## config.mk

```make
export PLATFORM = sky130hd
export DESIGN_NAME = addressed_frame_receiver_top
export DESIGN_NICKNAME = d
export VERILOG_FILES = /design/src/hw/rtl/afr_pkg.sv /design/src/hw/rtl/addressed_frame_receiver_top.sv /design/src/hw/rtl/afr_front.sv /design/src/hw/rtl/afr_queue.sv /design/src/hw/rtl/afr_back.sv
export SDC_FILE = /design/constraint.sdc
export NUM_CORES = 1
export LEC_CHECK = 0
export BUFFER_PORTS_ARGS = -buffer_cell sky130_fd_sc_hd__buf_4
export CAP_MARGIN = 30
export CORE_MARGIN = 5
export CORE_UTILIZATION = 35
export DETAILED_ROUTE_END_ITERATION = 6
export GPL_TIMING_DRIVEN = 1
export PLACE_DENSITY = 0.57
export SLEW_MARGIN = 5
export SYNTH_ARGS = -nofsm -noshare
export SYNTH_HDL_FRONTEND = slang
export SYNTH_SLANG_ARGS = --single-unit
export TNS_END_PERCENT = 10
```

## constraint.sdc

```tcl
create_clock -name clk -period 3.91 [get_ports clk]
set_input_delay 0.782 -clock clk [delete_from_list [all_inputs] [get_ports clk]]
set_output_delay 0.782 -clock clk [all_outputs]
set_load 0.05 [all_outputs]
```

## src/hw/rtl/afr_pkg.sv

```systemverilog
// Shared types, constants and helper functions for the addressed frame receiver.
// No dependencies; imported by every module of the block.
package afr_pkg;

    localparam int BUF_BYTES = 32;                    // frame buffer depth in bytes
    localparam logic [7:0] BUF_LIMIT = 8'(BUF_BYTES);
    localparam int CNT_W = 6;                         // width of the byte position counter

    localparam logic [7:0] CHK_XOR    = 8'hAA;
    localparam logic [2:0] LEN_TOP_BIT = 3'b100;
    localparam logic [7:0] MY_ADDR_RESET = 8'd1;

    // Result status codes
    localparam logic [1:0] ST_IN_FRAME = 2'd0;
    localparam logic [1:0] ST_COMPLETE = 2'd1;
    localparam logic [1:0] ST_BAD_LEN  = 2'd2;
    localparam logic [1:0] ST_OVERFLOW = 2'd3;

    // Queue between the front and the back
    localparam int QUEUE_DEPTH = 2;
    localparam int QPTR_W = 1;
    localparam int QCNT_W = 2;

    // One classified item on its way to the output stage
    typedef struct packed {
        logic [7:0] data;
        logic [4:0] pos;
        logic [1:0] status;
        logic [7:0] sum;      // checksum of the earlier bytes of the frame
    } afr_item_t;

    typedef struct packed {
        logic      push;
        afr_item_t item;
    } afr_push_t;

    // Length byte: top three bits must equal low3 xor (4 | bits 4..3)
    function automatic logic length_ok(input logic [7:0] b);
        logic [2:0] t;
        t = LEN_TOP_BIT | {1'b0, b[4:3]};
        return b[7:5] == (b[2:0] ^ t);
    endfunction

    function automatic logic [7:0] chk_term(input logic [7:0] b, input logic [7:0] pos);
        return (b + pos) ^ CHK_XOR;
    endfunction

endpackage

```

## src/hw/rtl/addressed_frame_receiver_top.sv

```systemverilog
// Addressed frame receiver: top level.
// Takes 9-bit received symbols (rx_byte plus address_mark) on the input channel
// and streams out the bytes of frames addressed to this station, each with its
// position, a status code and, on the last byte, a checksum verdict.
// Input channel: in_valid / in_stall; an item is taken at a clock edge with
// in_valid high and in_stall low. Output channel: out_valid / out_stall, same rule.
// Configuration: cfg_wr_en writes cfg_wr_data into the station address
// (reset value 1) at the clock edge; write it only while the block is idle.
// Throughput: one item per cycle sustained while in_stall stays low; every
// offered symbol is taken, and dropped symbols (outside a frame) produce no result.
// An item taken at a clock edge passes through a queue entry, then the output
// register, before its result shows on out_valid.
// When out_stall is held, the output holds its item, the two-entry queue fills,
// and in_stall rises once the queue is full; it falls as soon as one entry drains.
// Reset (rst_n low, asynchronous) empties the queue and the output, sets the
// station address to 1 and puts the receiver back to waiting for an address.
// Depends on afr_pkg, afr_front, afr_queue and afr_back.
module addressed_frame_receiver_top (
    input  logic       clk,
    input  logic       rst_n,
    input  logic       cfg_wr_en,
    input  logic [7:0] cfg_wr_data,
    input  logic       in_valid,
    output logic       in_stall,
    input  logic [7:0] rx_byte,
    input  logic       address_mark,
    output logic       out_valid,
    input  logic       out_stall,
    output logic [7:0] byte_out,
    output logic [4:0] position,
    output logic [1:0] status,
    output logic       checksum_ok
);
    import afr_pkg::*;

    afr_push_t front_push;
    afr_item_t q_head;
    logic      q_full;
    logic      q_not_empty;
    logic      back_pop;

    // Stall the sender only when the queue has no room left.
    assign in_stall = q_full;

    // Front: filter by address, track the frame and classify each item.
    afr_front u_front (
        .clk          (clk),
        .rst_n        (rst_n),
        .cfg_wr_en    (cfg_wr_en),
        .cfg_wr_data  (cfg_wr_data),
        .in_valid     (in_valid),
        .in_stall     (q_full),
        .rx_byte      (rx_byte),
        .address_mark (address_mark),
        .push_out     (front_push)
    );

    // Hold classified items while the output side stalls.
    afr_queue u_queue (
        .clk       (clk),
        .rst_n     (rst_n),
        .push_in   (front_push),
        .pop       (back_pop),
        .full      (q_full),
        .not_empty (q_not_empty),
        .head      (q_head)
    );

    // Back: settle the checksum verdict and present the result item.
    afr_back u_back (
        .clk         (clk),
        .rst_n       (rst_n),
        .not_empty   (q_not_empty),
        .head        (q_head),
        .pop         (back_pop),
        .out_stall   (out_stall),
        .out_valid   (out_valid),
        .byte_out    (byte_out),
        .position    (position),
        .status      (status),
        .checksum_ok (checksum_ok)
    );

endmodule

```

## src/hw/rtl/afr_front.sv

```systemverilog
// Front end: address filter, frame state and classification of each item.
// Depends on afr_pkg; feeds afr_queue.
module afr_front (
    input  logic              clk,
    input  logic              rst_n,
    input  logic              cfg_wr_en,
    input  logic [7:0]        cfg_wr_data,
    input  logic              in_valid,
    input  logic              in_stall,
    input  logic [7:0]        rx_byte,
    input  logic              address_mark,
    output afr_pkg::afr_push_t push_out
);
    import afr_pkg::*;

    logic [7:0]       my_address_reg;
    logic             address_mode_reg, address_mode_next;
    logic [CNT_W-1:0] byte_count_reg, byte_count_next;
    logic [7:0]       length_code_reg, length_code_next;
    logic [7:0]       running_sum_reg, running_sum_next;

    logic       accept;
    logic [7:0] length_now;
    logic [7:0] count8;
    logic [7:0] pos8;
    logic [7:0] pos_p1;

    assign accept = in_valid && !in_stall;
    assign pos8   = 8'(byte_count_reg);
    assign pos_p1 = pos8 + 8'd1;

    always_comb
    begin
        length_now = (byte_count_reg == CNT_W'(1)) ? rx_byte : length_code_reg;
        count8     = {3'b000, length_now[4:0]};
        if (count8 > BUF_LIMIT)
        begin
            count8 = BUF_LIMIT;
        end
    end

    always_comb
    begin
        address_mode_next = address_mode_reg;
        byte_count_next   = byte_count_reg;
        length_code_next  = length_code_reg;
        running_sum_next  = running_sum_reg;
        push_out.push        = 1'b0;
        push_out.item.data   = rx_byte;
        push_out.item.pos    = byte_count_reg[4:0];
        push_out.item.status = ST_IN_FRAME;
        push_out.item.sum    = running_sum_reg;

        if (accept)
        begin
            if (address_mode_reg)
            begin
                // drop everything but a marked byte carrying our address
                if (address_mark && rx_byte == my_address_reg)
                begin
                    address_mode_next  = 1'b0;
                    byte_count_next    = CNT_W'(1);
                    running_sum_next   = chk_term(rx_byte, 8'd0);
                    push_out.push      = 1'b1;
                    push_out.item.pos  = 5'd0;
                end
            end
            else if (pos8 >= BUF_LIMIT)
            begin
                address_mode_next    = 1'b1;
                push_out.push        = 1'b1;
                push_out.item.status = ST_OVERFLOW;
            end
            else
            begin
                length_code_next = length_now;
                byte_count_next  = byte_count_reg + CNT_W'(1);
                push_out.push    = 1'b1;
                if (!length_ok(length_now))
                begin
                    address_mode_next    = 1'b1;
                    push_out.item.status = ST_BAD_LEN;
                end
                else if (pos_p1 >= count8)
                begin
                    address_mode_next    = 1'b1;
                    push_out.item.status = ST_COMPLETE;
                end
                else
                begin
                    running_sum_next = running_sum_reg + chk_term(rx_byte, pos8);
                end
            end
        end
    end

    always_ff @(posedge clk or negedge rst_n)
    begin
        if (!rst_n)
        begin
            my_address_reg   <= MY_ADDR_RESET;
            address_mode_reg <= 1'b1;
            byte_count_reg   <= '0;
            length_code_reg  <= '0;
            running_sum_reg  <= '0;
        end
        else
        begin
            if (cfg_wr_en)
            begin
                my_address_reg <= cfg_wr_data;
            end
            address_mode_reg <= address_mode_next;
            byte_count_reg   <= byte_count_next;
            length_code_reg  <= length_code_next;
            running_sum_reg  <= running_sum_next;
        end
    end

endmodule

```

## src/hw/rtl/afr_queue.sv

```systemverilog
// Short queue between the front end and the output stage.
// Depends on afr_pkg; fed by afr_front, drained by afr_back.
module afr_queue (
    input  logic               clk,
    input  logic               rst_n,
    input  afr_pkg::afr_push_t push_in,
    input  logic               pop,
    output logic               full,
    output logic               not_empty,
    output afr_pkg::afr_item_t head
);
    import afr_pkg::*;

    afr_item_t         entry_reg [QUEUE_DEPTH];
    logic [QPTR_W-1:0] wr_ptr_reg, wr_ptr_next;
    logic [QPTR_W-1:0] rd_ptr_reg, rd_ptr_next;
    logic [QCNT_W-1:0] count_reg, count_next;
    logic              do_push, do_pop;

    assign full      = (count_reg == QCNT_W'(QUEUE_DEPTH));
    assign not_empty = (count_reg != '0);
    assign head      = entry_reg[rd_ptr_reg];
    assign do_push   = push_in.push && !full;
    assign do_pop    = pop && not_empty;

    always_comb
    begin
        wr_ptr_next = wr_ptr_reg;
        rd_ptr_next = rd_ptr_reg;
        count_next  = count_reg;
        if (do_push)
        begin
            wr_ptr_next = (wr_ptr_reg == QPTR_W'(QUEUE_DEPTH - 1)) ? '0
                                                                   : wr_ptr_reg + QPTR_W'(1);
        end
        if (do_pop)
        begin
            rd_ptr_next = (rd_ptr_reg == QPTR_W'(QUEUE_DEPTH - 1)) ? '0
                                                                   : rd_ptr_reg + QPTR_W'(1);
        end
        case ({do_push, do_pop})
            2'b10:   count_next = count_reg + QCNT_W'(1);
            2'b01:   count_next = count_reg - QCNT_W'(1);
            default: count_next = count_reg;
        endcase
    end

    always_ff @(posedge clk or negedge rst_n)
    begin
        if (!rst_n)
        begin
            wr_ptr_reg <= '0;
            rd_ptr_reg <= '0;
            count_reg  <= '0;
        end
        else
        begin
            wr_ptr_reg <= wr_ptr_next;
            rd_ptr_reg <= rd_ptr_next;
            count_reg  <= count_next;
        end
    end

    always_ff @(posedge clk)
    begin
        if (do_push)
        begin
            entry_reg[wr_ptr_reg] <= push_in.item;
        end
    end

endmodule

```

## src/hw/rtl/afr_back.sv

```systemverilog
// Output stage: checksum compare and the registered result item.
// Depends on afr_pkg; drains afr_queue.
module afr_back (
    input  logic               clk,
    input  logic               rst_n,
    input  logic               not_empty,
    input  afr_pkg::afr_item_t head,
    output logic               pop,
    input  logic               out_stall,
    output logic               out_valid,
    output logic [7:0]         byte_out,
    output logic [4:0]         position,
    output logic [1:0]         status,
    output logic               checksum_ok
);
    import afr_pkg::*;

    logic       out_valid_reg, out_valid_next;
    logic [7:0] byte_out_reg;
    logic [4:0] position_reg;
    logic [1:0] status_reg;
    logic       checksum_ok_reg, checksum_ok_next;

    // advance when the output register is empty or being taken
    assign pop = not_empty && (!out_valid_reg || !out_stall);

    always_comb
    begin
        out_valid_next   = out_valid_reg;
        checksum_ok_next = (head.status == ST_COMPLETE) && (head.data == head.sum);
        if (pop)
        begin
            out_valid_next = 1'b1;
        end
        else if (!out_stall)
        begin
            out_valid_next = 1'b0;
        end
    end

    always_ff @(posedge clk or negedge rst_n)
    begin
        if (!rst_n)
        begin
            out_valid_reg <= 1'b0;
        end
        else
        begin
            out_valid_reg <= out_valid_next;
        end
    end

    always_ff @(posedge clk)
    begin
        if (pop)
        begin
            byte_out_reg    <= head.data;
            position_reg    <= head.pos;
            status_reg      <= head.status;
            checksum_ok_reg <= checksum_ok_next;
        end
    end

    assign out_valid   = out_valid_reg;
    assign byte_out    = byte_out_reg;
    assign position    = position_reg;
    assign status      = status_reg;
    assign checksum_ok = checksum_ok_reg;

endmodule

```

==> out/qor.csv, run 1 <==
metric,value,unit
status,finished clean,
crit_path_start_kind,register,
rows,42,
p_leak,2.28,nW
p_total,4.49,mW
tightest_slew,0.623,ns
drv_slew,0,
rsz0062_at_grt,false,
drive_gt1_share,24.2,%
pre_cts_ws,0.116,ns
post_drt_wl_per_cell,16.4,um
dieArea,0.0162,sq mm
die_y,127,um
syn_nets,410,
fin_area,0.00565,sq mm
finalClockSkew,0.00334,ns
antenna_found_initial,0,
reg2regPathDepth,12,
post_cts_buffers,0,
fin_ws,0.155,ns
core_area,0.0133,sq mm
maxCapViolCount,0,
dr.pass1.iters,4,
timing.fmax,266,MHz
clockBufferDepth,2,
io_buffers,39,
io_pins,40,
largest_register_ffs,46,
yosys_warnings,0,
drt_iter0_drc,170,
dpl.hpwl,7110,um
finalCritPeriodShare,96.0,%
max_stage_delay,0.49,ns
worstPathArrival,3.99,ns
final_common_cell,edfxtp_1,
reg2reg_slack,0.15,ns
r2r_end,u_front.running_sum_reg[5],
ys_ff_latch,98,
clock_latency,0.35,ns
final_cell_mix,"62 x edfxtp_1, 50 x buf_4, 34 x dfrtp_1, 30 x mux2_2, 29 x xnor2_1",
hold_buffers,0,
path_class,reg -> reg,
syn_area_per_cell,13.2,sq um
areaGrowthSynthToFinish,17.7,%
relSlewSlack,58.0,%
cts_buffers,9,
numClockSinks,98,
diodes,0,
crit_start,u_front.byte_count_reg[1],
synth-edff-count,62,
ir_drop,0.317,mV
clk_pin_slew,0.06,ns
crit_slowest_cell,or4b_4,
hold_class,in -> async,
ant_nets,0,
routed_via_density,4.96,
layout.nets,462,
tns,0,ns
finalCriticalPeriod,3.76,ns
cp.required,4.14,ns
fillCellCount,1264,
root_buffer,clkbuf_16,
grt_pass1_wl,15900,um
grt_use_total,12.7,%
crit_fanout,8,
drt_wl_total,9840,um
die_w,127,um
timing.rr.start,u_front.byte_count_reg[1],
synth.distinct_cells,50,
yosysSeqAreaShare,57.6,%
syn_area,0.00480,sq mm
grt_pass1_vias,2984,
hold_viol,0,
async_flop_share,36.7,%
post_dp_cell_area,0.00537,sq mm
grt_overflow,0,
gp_congestion,0.779,
start_util,36.0,%
cts_resized,0,
finalSetupViolations,0,
crit_chain,inv_1 -> ha_1 -> or4b_4 -> nor2_2 -> mux2_2 -> ha_1 -> nand2b_1 -> a21o_1 -> a221o_1 -> a311o_1 -> o31a_4 -> a221o_1,
synth_cells,365,
num_vias,2964,
p_per_area,794,mW/mm^2
crit_path_end_kind,register,
grt_max_degree,37,
synth_flop_cell,edfxtp_1,
cts_tree,done,
h-tree-depth,3,
drc,0,
[routing by layer]
layer / vias to the layer above / track usage, % / share of wire, %
met1: 1446 / 16.2 / 45
li1: 1446 / - / -
met5: - / 0 / 0
met3: 13 / 3.80 / 4.6
met4: 0 / 4.10 / 1.6
met2: 59 / 21.0 / 49
[synth_stat cells, drive strengths merged (2+ instances only)]
library cell	count	area share (%)
a211oi	2	0.31
a21o	3	0.47
a21oi	14	1.5
a221o	3	0.63
a221oi	4	0.73
a22o	2	0.36
and2	5	0.65
and3	3	0.39
buf	3	0.39
clkbuf	6	0.47
dfrtp	34	18
dfstp	2	1.1
edfxtp	62	39
fa	2	0.83
ha	21	5.5
inv	21	1.6
mux2	30	7.0
mux2i	12	2.5
nand2	8	0.63
nand2b	4	0.52
nand3	9	0.94
nand3b	2	0.31
nand4	3	0.39
nor2	23	1.8
nor2b	2	0.26
nor3	5	0.63
o211ai	2	0.31
o21ai	12	1.3
o21bai	3	0.47
o31ai	2	0.31
o41ai	2	0.36
or3	2	0.26
or4b	2	0.49
xnor2	29	5.3
xor2	14	2.6
[metrics by stage]
step | cells | util (%) | hold WS (ns)
6_report | 598 | 42.4 | 0.401
5_1_grt | 598 | 42.4 | 0.446
4_1_cts | 598 | 42.4 | 0.420
3_5_place_dp | 582 | 40.2 | 0.485
3_3_place_gp | 582 | 40.2 | 0.480
2_1_floorplan | 365 | - | 0.464
[cells by family after synthesis]
family / share of synthesized area [%]
muxes: 9.54
xor gates and xnor gates: 7.84
buffers and inverters: 2.50
and+or+nand+nor: 8.10
AOI/OAI and AO/OA: 8.13
DFF: 57.6
adders and majority gates: 6.31
[worst max-delay path: cells and delay by family (launching register included)]
family          cells  cell delay, ns
mux                 1            0.37
buf+inv             1            0.11
flops               1            0.37
compound gates      5            1.59
fa+ha+maj           2            0.43
simple gates        3            0.78
[worst max-delay path by stage]
stage	endpoint	slack, ns	depth (start not counted)
global placement	u_front.running_sum_reg[6]	0.18	11
floorplan	u_front.running_sum_reg[6]	0.09	12
global route	u_front.running_sum_reg[6]	0.02	12
CTS	u_front.running_sum_reg[6]	0.08	12
detailed placement	u_front.running_sum_reg[6]	0.12	12
finish	u_front.running_sum_reg[5]	0.15	12
[power breakdown]
group          internal, mW  switching (mW)  leakage, nW
sequential             1.41           0.163        0.992
clock                 0.493           0.368        0.133
combinational         0.886            1.18         1.16
[cell type report]
cell class	instances	area (sq um)	area share, %
clock buffer	11	233	4.12
multi-input combinational	237	1930	34.1
inverter	21	78.8	1.39
clock inverter	5	55.1	0.974
sequential	98	2770	48.9
tap	176	220	3.90
timing repair buffer	50	375	6.64
No activity file was read; power rests on OpenSTA's default activity.
==> run 2: changes to the inputs <==
- CORE_ASPECT_RATIO: unset -> 1.25
- CTS_CLUSTER_SIZE: unset -> 24
==> run 2 against run 1 <==
Critical path depth down 1. Register-to-register slack better by 0.03 ns. Setup slack better by 0.028 ns. Global-route usage up 0.31 points. Flip-flop and latch count unchanged. Via count up 1.8%. First-iteration DRC count down 38%. Clock skew up 0.0027 ns. Hold slack worse by 0.011 ns. Combinational power about the same. Sequential power about the same.
==> out/qor.csv, run 2 (synthesized netlist as in run 1, its figures left out) <==
metric,value,unit,change
power_switching,1.71,mW,+0.36%
finalCriticalPeriod,3.73,ns,-0.0277 ns
diodes,0,,unchanged
die_w,115,um,-9.7%
hold_class,in -> async,,
grt_use_total,13.1,%,+0.31 points
final_cell_mix,"62 x edfxtp_1, 50 x buf_4, 34 x dfrtp_1, 30 x mux2_2, 29 x xnor2_1",,
worstPathArrival,3.94,ns,-0.05 ns
crit_fanout,8,,unchanged
grt_max_degree,37,,unchanged
post_drt_wl_per_cell,16.8,um,+2.0%
grt_overflow,0,,unchanged
rows,47,,+12%
place_inst,577,,-0.86%
io_pins,40,,unchanged
areaGrowthSynthToFinish,18.1,%,
tightest_slew,0.733,ns,+0.110 ns
crit_chain,ha_1 -> or4b_4 -> nor2_2 -> mux2_2 -> ha_1 -> nand2b_1 -> a21o_1 -> a221o_1 -> a311o_2 -> o31a_4 -> a221o_1,,
crit_path_end_kind,register,,
relSlewSlack,50.6,%,-7.4 points
final_common_cell,edfxtp_1,,
antenna_found_initial,0,,unchanged
routed_via_density,5.09,,+2.7%
cts_buffers,9,,unchanged
dpl.hpwl,7300,um,+2.7%
drt_iter0_drc,105,,-38%
pwr-share-comb,45.3,%,-0.6 points
num_vias,3018,,+1.8%
swShare,37.5,%,-0.44 points
finalSetupViolations,0,,unchanged
h-tree-depth,3,,unchanged
clock_latency,0.34,ns,about the same
drv_slew,0,,unchanged
pwr-share-seq,34.4,%,-0.5 points
numClockSinks,98,,unchanged
ir_drop,0.332,mV,+4.9%
cts_tree,done,,
grt_pass1_vias,3107,,+4.1%
crit_slowest_cell,or4b_4,,
crit_path_start_kind,register,,
gp_congestion,0.846,,+8.6%
stdcell_count,593,,-0.84%
p_leak,2.30,nW,+0.72%
p_clk_share,20.3,%,+1.1 points
rsz0062_at_grt,false,,
maxCapViolCount,0,,unchanged
root_buffer,clkbuf_16,,
dieArea,0.0162,sq mm,about the same
core_area,0.0133,sq mm,about the same
finalClockSkew,0.00606,ns,+0.00272 ns
start_util,36.0,%,about the same
layout.nets,462,,unchanged
grt_pass1_wl,16300,um,+2.4%
p_per_area,804,mW/mm^2,+1.3%
post_cts_buffers,0,,unchanged
tns,0,ns,unchanged
die_y,141,um,+11%
dr.pass1.iters,7,,+3
io_buffers,39,,unchanged
largest_register_ffs,46,,unchanged
p_int,2.85,mW,+2.3%
max_stage_delay,0.47,ns,-0.02 ns
hold_viol,0,,unchanged
crit_start,u_front.byte_count_reg[0],,
finalCritPeriodShare,95.3,%,-0.71 points
status,finished clean,,
drc,0,,unchanged
path_class,reg -> reg,,
clockBufferDepth,2,,unchanged
ant_nets,0,,unchanged
timing.rr.start,u_front.byte_count_reg[0],,
cp.required,4.13,ns,about the same
drt_wl_total,9950,um,+1.1%
fillCellCount,1244,,-1.6%
timing.fmax,268,MHz,+0.74%
clk_pin_slew,0.07,ns,about the same
drive_gt1_share,24.4,%,+0.24 points
[run 2: final cells by class]
class	instances	area (sq um)	share of cell area (%)
tap	171	214	3.77
sequential	98	2770	48.8
multi-input combinational	237	1930	34.0
timing repair buffer	50	375	6.62
clock buffer	10	229	4.04
clock inverter	6	80.1	1.41
inverter	21	78.8	1.39
[run 2: final timing paths]
path | slack [ns] | end | cells after the start
hold / removal | 0.39 | u_front.byte_count_reg[1] | 1
min in group clk | 0.51 | u_queue.count_reg[1] | 1
hold reg to reg | 0.51 | u_queue.count_reg[1] | 1
setup reg to reg | 0.18 | u_front.running_sum_reg[6] | 11
setup / recovery | 0.18 | u_front.running_sum_reg[6] | 11
max in group asynchronous | 3.13 | u_front.address_mode_reg | 1
[run 2: power groups by stage]
stage / clock network (mW) / logic [mW] / registers (mW)
2_1_floorplan: 0 / 1.36 / 1.77
3_3_place_gp: 0 / 2.04 / 1.58
3_5_place_dp: 0 / 2.07 / 1.59
4_1_cts: 0.944 / 2.09 / 1.57
5_1_grt: 0.995 / 2.28 / 1.60
6_report: 0.924 / 2.07 / 1.57
[run 2: through the flow]
step                      instance area [sq um]  setup WS, ns  power (mW)  util, %  hold WS (ns)
after global routing                       5670        0.0377        4.88     42.5         0.440
final                                      5670         0.182        4.56     42.5         0.391
after floorplan                            4800        0.0884        3.13        -         0.464
after CTS                                  5670        0.0980        4.61     42.5         0.420
after detailed placement                   5360         0.113        3.67     40.1         0.494
after global placement                     5360         0.212        3.62     40.1         0.479
[run 2: repair_timing]
item,4_1_cts,5_1_grt
endpoints found under the hold margin,0,0
resized for setup,0,2
hold buffers,0,0
setup endpoints to repair,0,5
[run 2: worst max-delay path, delay by kind of cell, from the launching register on]
kind | cells | cell delay, ns
fa+ha+maj | 2 | 0.43
flops | 1 | 0.46
compound gates | 5 | 1.61
mux | 1 | 0.36
simple gates | 3 | 0.75
[run 2: layer usage]
metal,track usage [%],up-vias,wire (um)
li1,-,1451,-
met1,15.8,1489,4060
met2,22.8,62,5270
met3,2.70,16,410
met4,4.70,0,206
met5,0,-,0
==> run 3: changes to the inputs <==
- CORE_ASPECT_RATIO: 1.25 -> 1.75
==> run 3 against run 2 <==
Setup slack better by 0.0030 ns. Critical path type unchanged. Hold slack better by 0.0016 ns. Die area grew 0.48%. Clock power shrank 5.0%.
==> out/qor.csv, run 3 (synthesized netlist as in run 1, its figures left out) <==
metric,value,unit,change
root_buffer,clkbuf_16,,
grt_pass1_wl,16200,um,-0.55%
tns,0,ns,unchanged
drc,0,,unchanged
drt_wl_total,10100,um,+1.8%
start_util,35.7,%,-0.28 points
final_cell_mix,"62 x edfxtp_1, 51 x buf_4, 34 x dfrtp_1, 30 x mux2_2, 29 x xnor2_1",,
clock_latency,0.34,ns,about the same
fin_ws,0.185,ns,+0.00299 ns
fillCellCount,1267,,+1.8%
cts_buffers,9,,unchanged
die_y,165,um,+17%
maxCapViolCount,0,,unchanged
rows,56,,+19%
io_pins,40,,unchanged
pre_cts_ws,0.116,ns,+0.00303 ns
areaGrowthSynthToFinish,18.0,%,about the same
p_total,4.55,mW,-0.13%
io_buffers,39,,unchanged
grt_overflow,0,,unchanged
post_drt_wl_per_cell,17.0,um,+1.1%
finalSetupViolations,0,,unchanged
drv_slew,0,,unchanged
finalClockSkew,0.00790,ns,+0.00184 ns
crit_path_end_kind,register,,
stdcell_count,597,,+0.67%
largest_register_ffs,46,,unchanged
cp.required,4.14,ns,about the same
drt_iter0_drc,166,,+58%
timing.fmax,268,MHz,about the same
reg2reg_slack,0.19,ns,about the same
num_vias,3028,,+0.33%
dpl.hpwl,7680,um,+5.3%
worstPathArrival,3.95,ns,about the same
clockBufferDepth,2,,unchanged
crit_path_start_kind,register,,
max_stage_delay,0.48,ns,about the same
relSlewSlack,51.6,%,+0.98 points
grt_use_total,13.1,%,about the same
die_w,98.5,um,-14%
routed_via_density,5.07,,-0.34%
drive_gt1_share,24.6,%,+0.18 points
p_leak,2.30,nW,about the same
ir_drop,0.428,mV,+29%
crit_chain,inv_1 -> ha_1 -> or4b_4 -> nor2_2 -> mux2_2 -> ha_1 -> nand2b_1 -> a21o_1 -> a221o_1 -> a311o_1 -> o31a_4 -> a221o_1,,
cts_tree,done,,
grt_pass1_vias,3211,,+3.3%
place_inst,581,,+0.69%
dr.pass1.iters,4,,-3
r2r_end,u_front.running_sum_reg[6],,
clk_pin_slew,0.07,ns,about the same
layout.nets,463,,+0.22%
hold_viol,0,,unchanged
tightest_slew,0.718,ns,-0.0145 ns
antenna_found_initial,0,,unchanged
crit_fanout,8,,unchanged
rsz0062_at_grt,false,,
dieArea,0.0163,sq mm,+0.48%
timing.rr.start,u_front.byte_count_reg[1],,
numClockSinks,98,,unchanged
hold_class,in -> async,,
h-tree-depth,3,,unchanged
finalCritPeriodShare,95.3,%,about the same
core_area,0.0135,sq mm,+0.78%
final_common_cell,edfxtp_1,,
reg2regPathDepth,12,,+1
diodes,0,,unchanged
grt_max_degree,37,,unchanged
status,finished clean,,
crit_slowest_cell,or4b_4,,
finalCriticalPeriod,3.72,ns,-0.00299 ns
gp_congestion,0.825,,-2.5%
ant_nets,0,,unchanged
path_class,reg -> reg,,
p_per_area,804,mW/mm^2,about the same
==> run 3: cell count changes in the layout (fill, tap and decap cells not counted) <==
cell,change
clkinv_2,+1
a311o_2,-1
inv_1,+1
inv_2,-1
inv_4,+1
clkbuf_1,+1
bufinv_16,-1
clkinv_1,-3
a311o_1,+1
buf_4,+1
inv_8,+1
==> run 3: power breakdown <==
part / internal (mW) / total (mW) / switching, mW
Combinational: 0.892 / 2.10 / 1.21
Clock: 0.502 / 0.878 / 0.376
Sequential: 1.41 / 1.58 / 0.171
Total: 2.80 / 4.55 / 1.76
==> run 3: layer usage <==
layer  wire length, um  track usage [%]  vias up  part of all wire (%)
met4               248             6.34        0                   2.4
met1              3720             12.9     1513                    37
li1                  -                -     1443                     -
met3               326             3.00       14                   3.2
met5                 0                0        -                     0
met2              5830             25.2       58                    58
==> run 3: worst max path at each step <==
stage                                    startpoint                    endpoint  slack (ns)  cells past startpoint
after CTS                 u_front.byte_count_reg[1]  u_front.running_sum_reg[6]        0.10                     12
after global routing      u_front.byte_count_reg[1]  u_front.running_sum_reg[5]        0.05                     12
after floorplan           u_front.byte_count_reg[1]  u_front.running_sum_reg[6]        0.09                     12
after global placement    u_front.byte_count_reg[1]  u_front.running_sum_reg[5]        0.20                     12
final                     u_front.byte_count_reg[1]  u_front.running_sum_reg[6]        0.19                     12
after detailed placement  u_front.byte_count_reg[1]  u_front.running_sum_reg[6]        0.12                     12
==> run 3: worst max-delay path, delay by kind of cell, from the launching register on <==
family	cells	cell delay [ns]
DFF	1	0.38
adders and majority gates	2	0.43
AOI/OAI and AO/OA	5	1.57
buffers and inverters	1	0.10
muxes	1	0.36
and+or+nand+nor	3	0.76
==> run 3: repair_timing <==
action,4_1_cts,5_1_grt
buffers inserted,0,0
gates resized for setup,0,0
hold buffers,0,0
setup endpoints to repair,0,4
==> run 3: through the flow <==
| step | util [%] | hold WS (ns) | area [sq um] |
|---|---|---|---|
| final | 42.1 | 0.392 | 5660 |
| after global routing | 42.1 | 0.421 | 5660 |
| after CTS | 42.1 | 0.406 | 5660 |
| after detailed placement | 39.9 | 0.483 | 5370 |
| after global placement | 39.9 | 0.481 | 5370 |
| after floorplan | - | 0.464 | 4800 |
==> run 3: final cells by class <==
class                   instances  area [sq um]  share of cell area, %
clock buffers                  11           233                   4.11
repair buffers                 51           383                   6.76
multi-input cells             237          1930                   34.0
flip-flops and latches         98          2770                   48.8
inverters                      21          78.8                   1.39
well taps                     174           218                   3.84
clock inverters                 5          61.3                   1.08
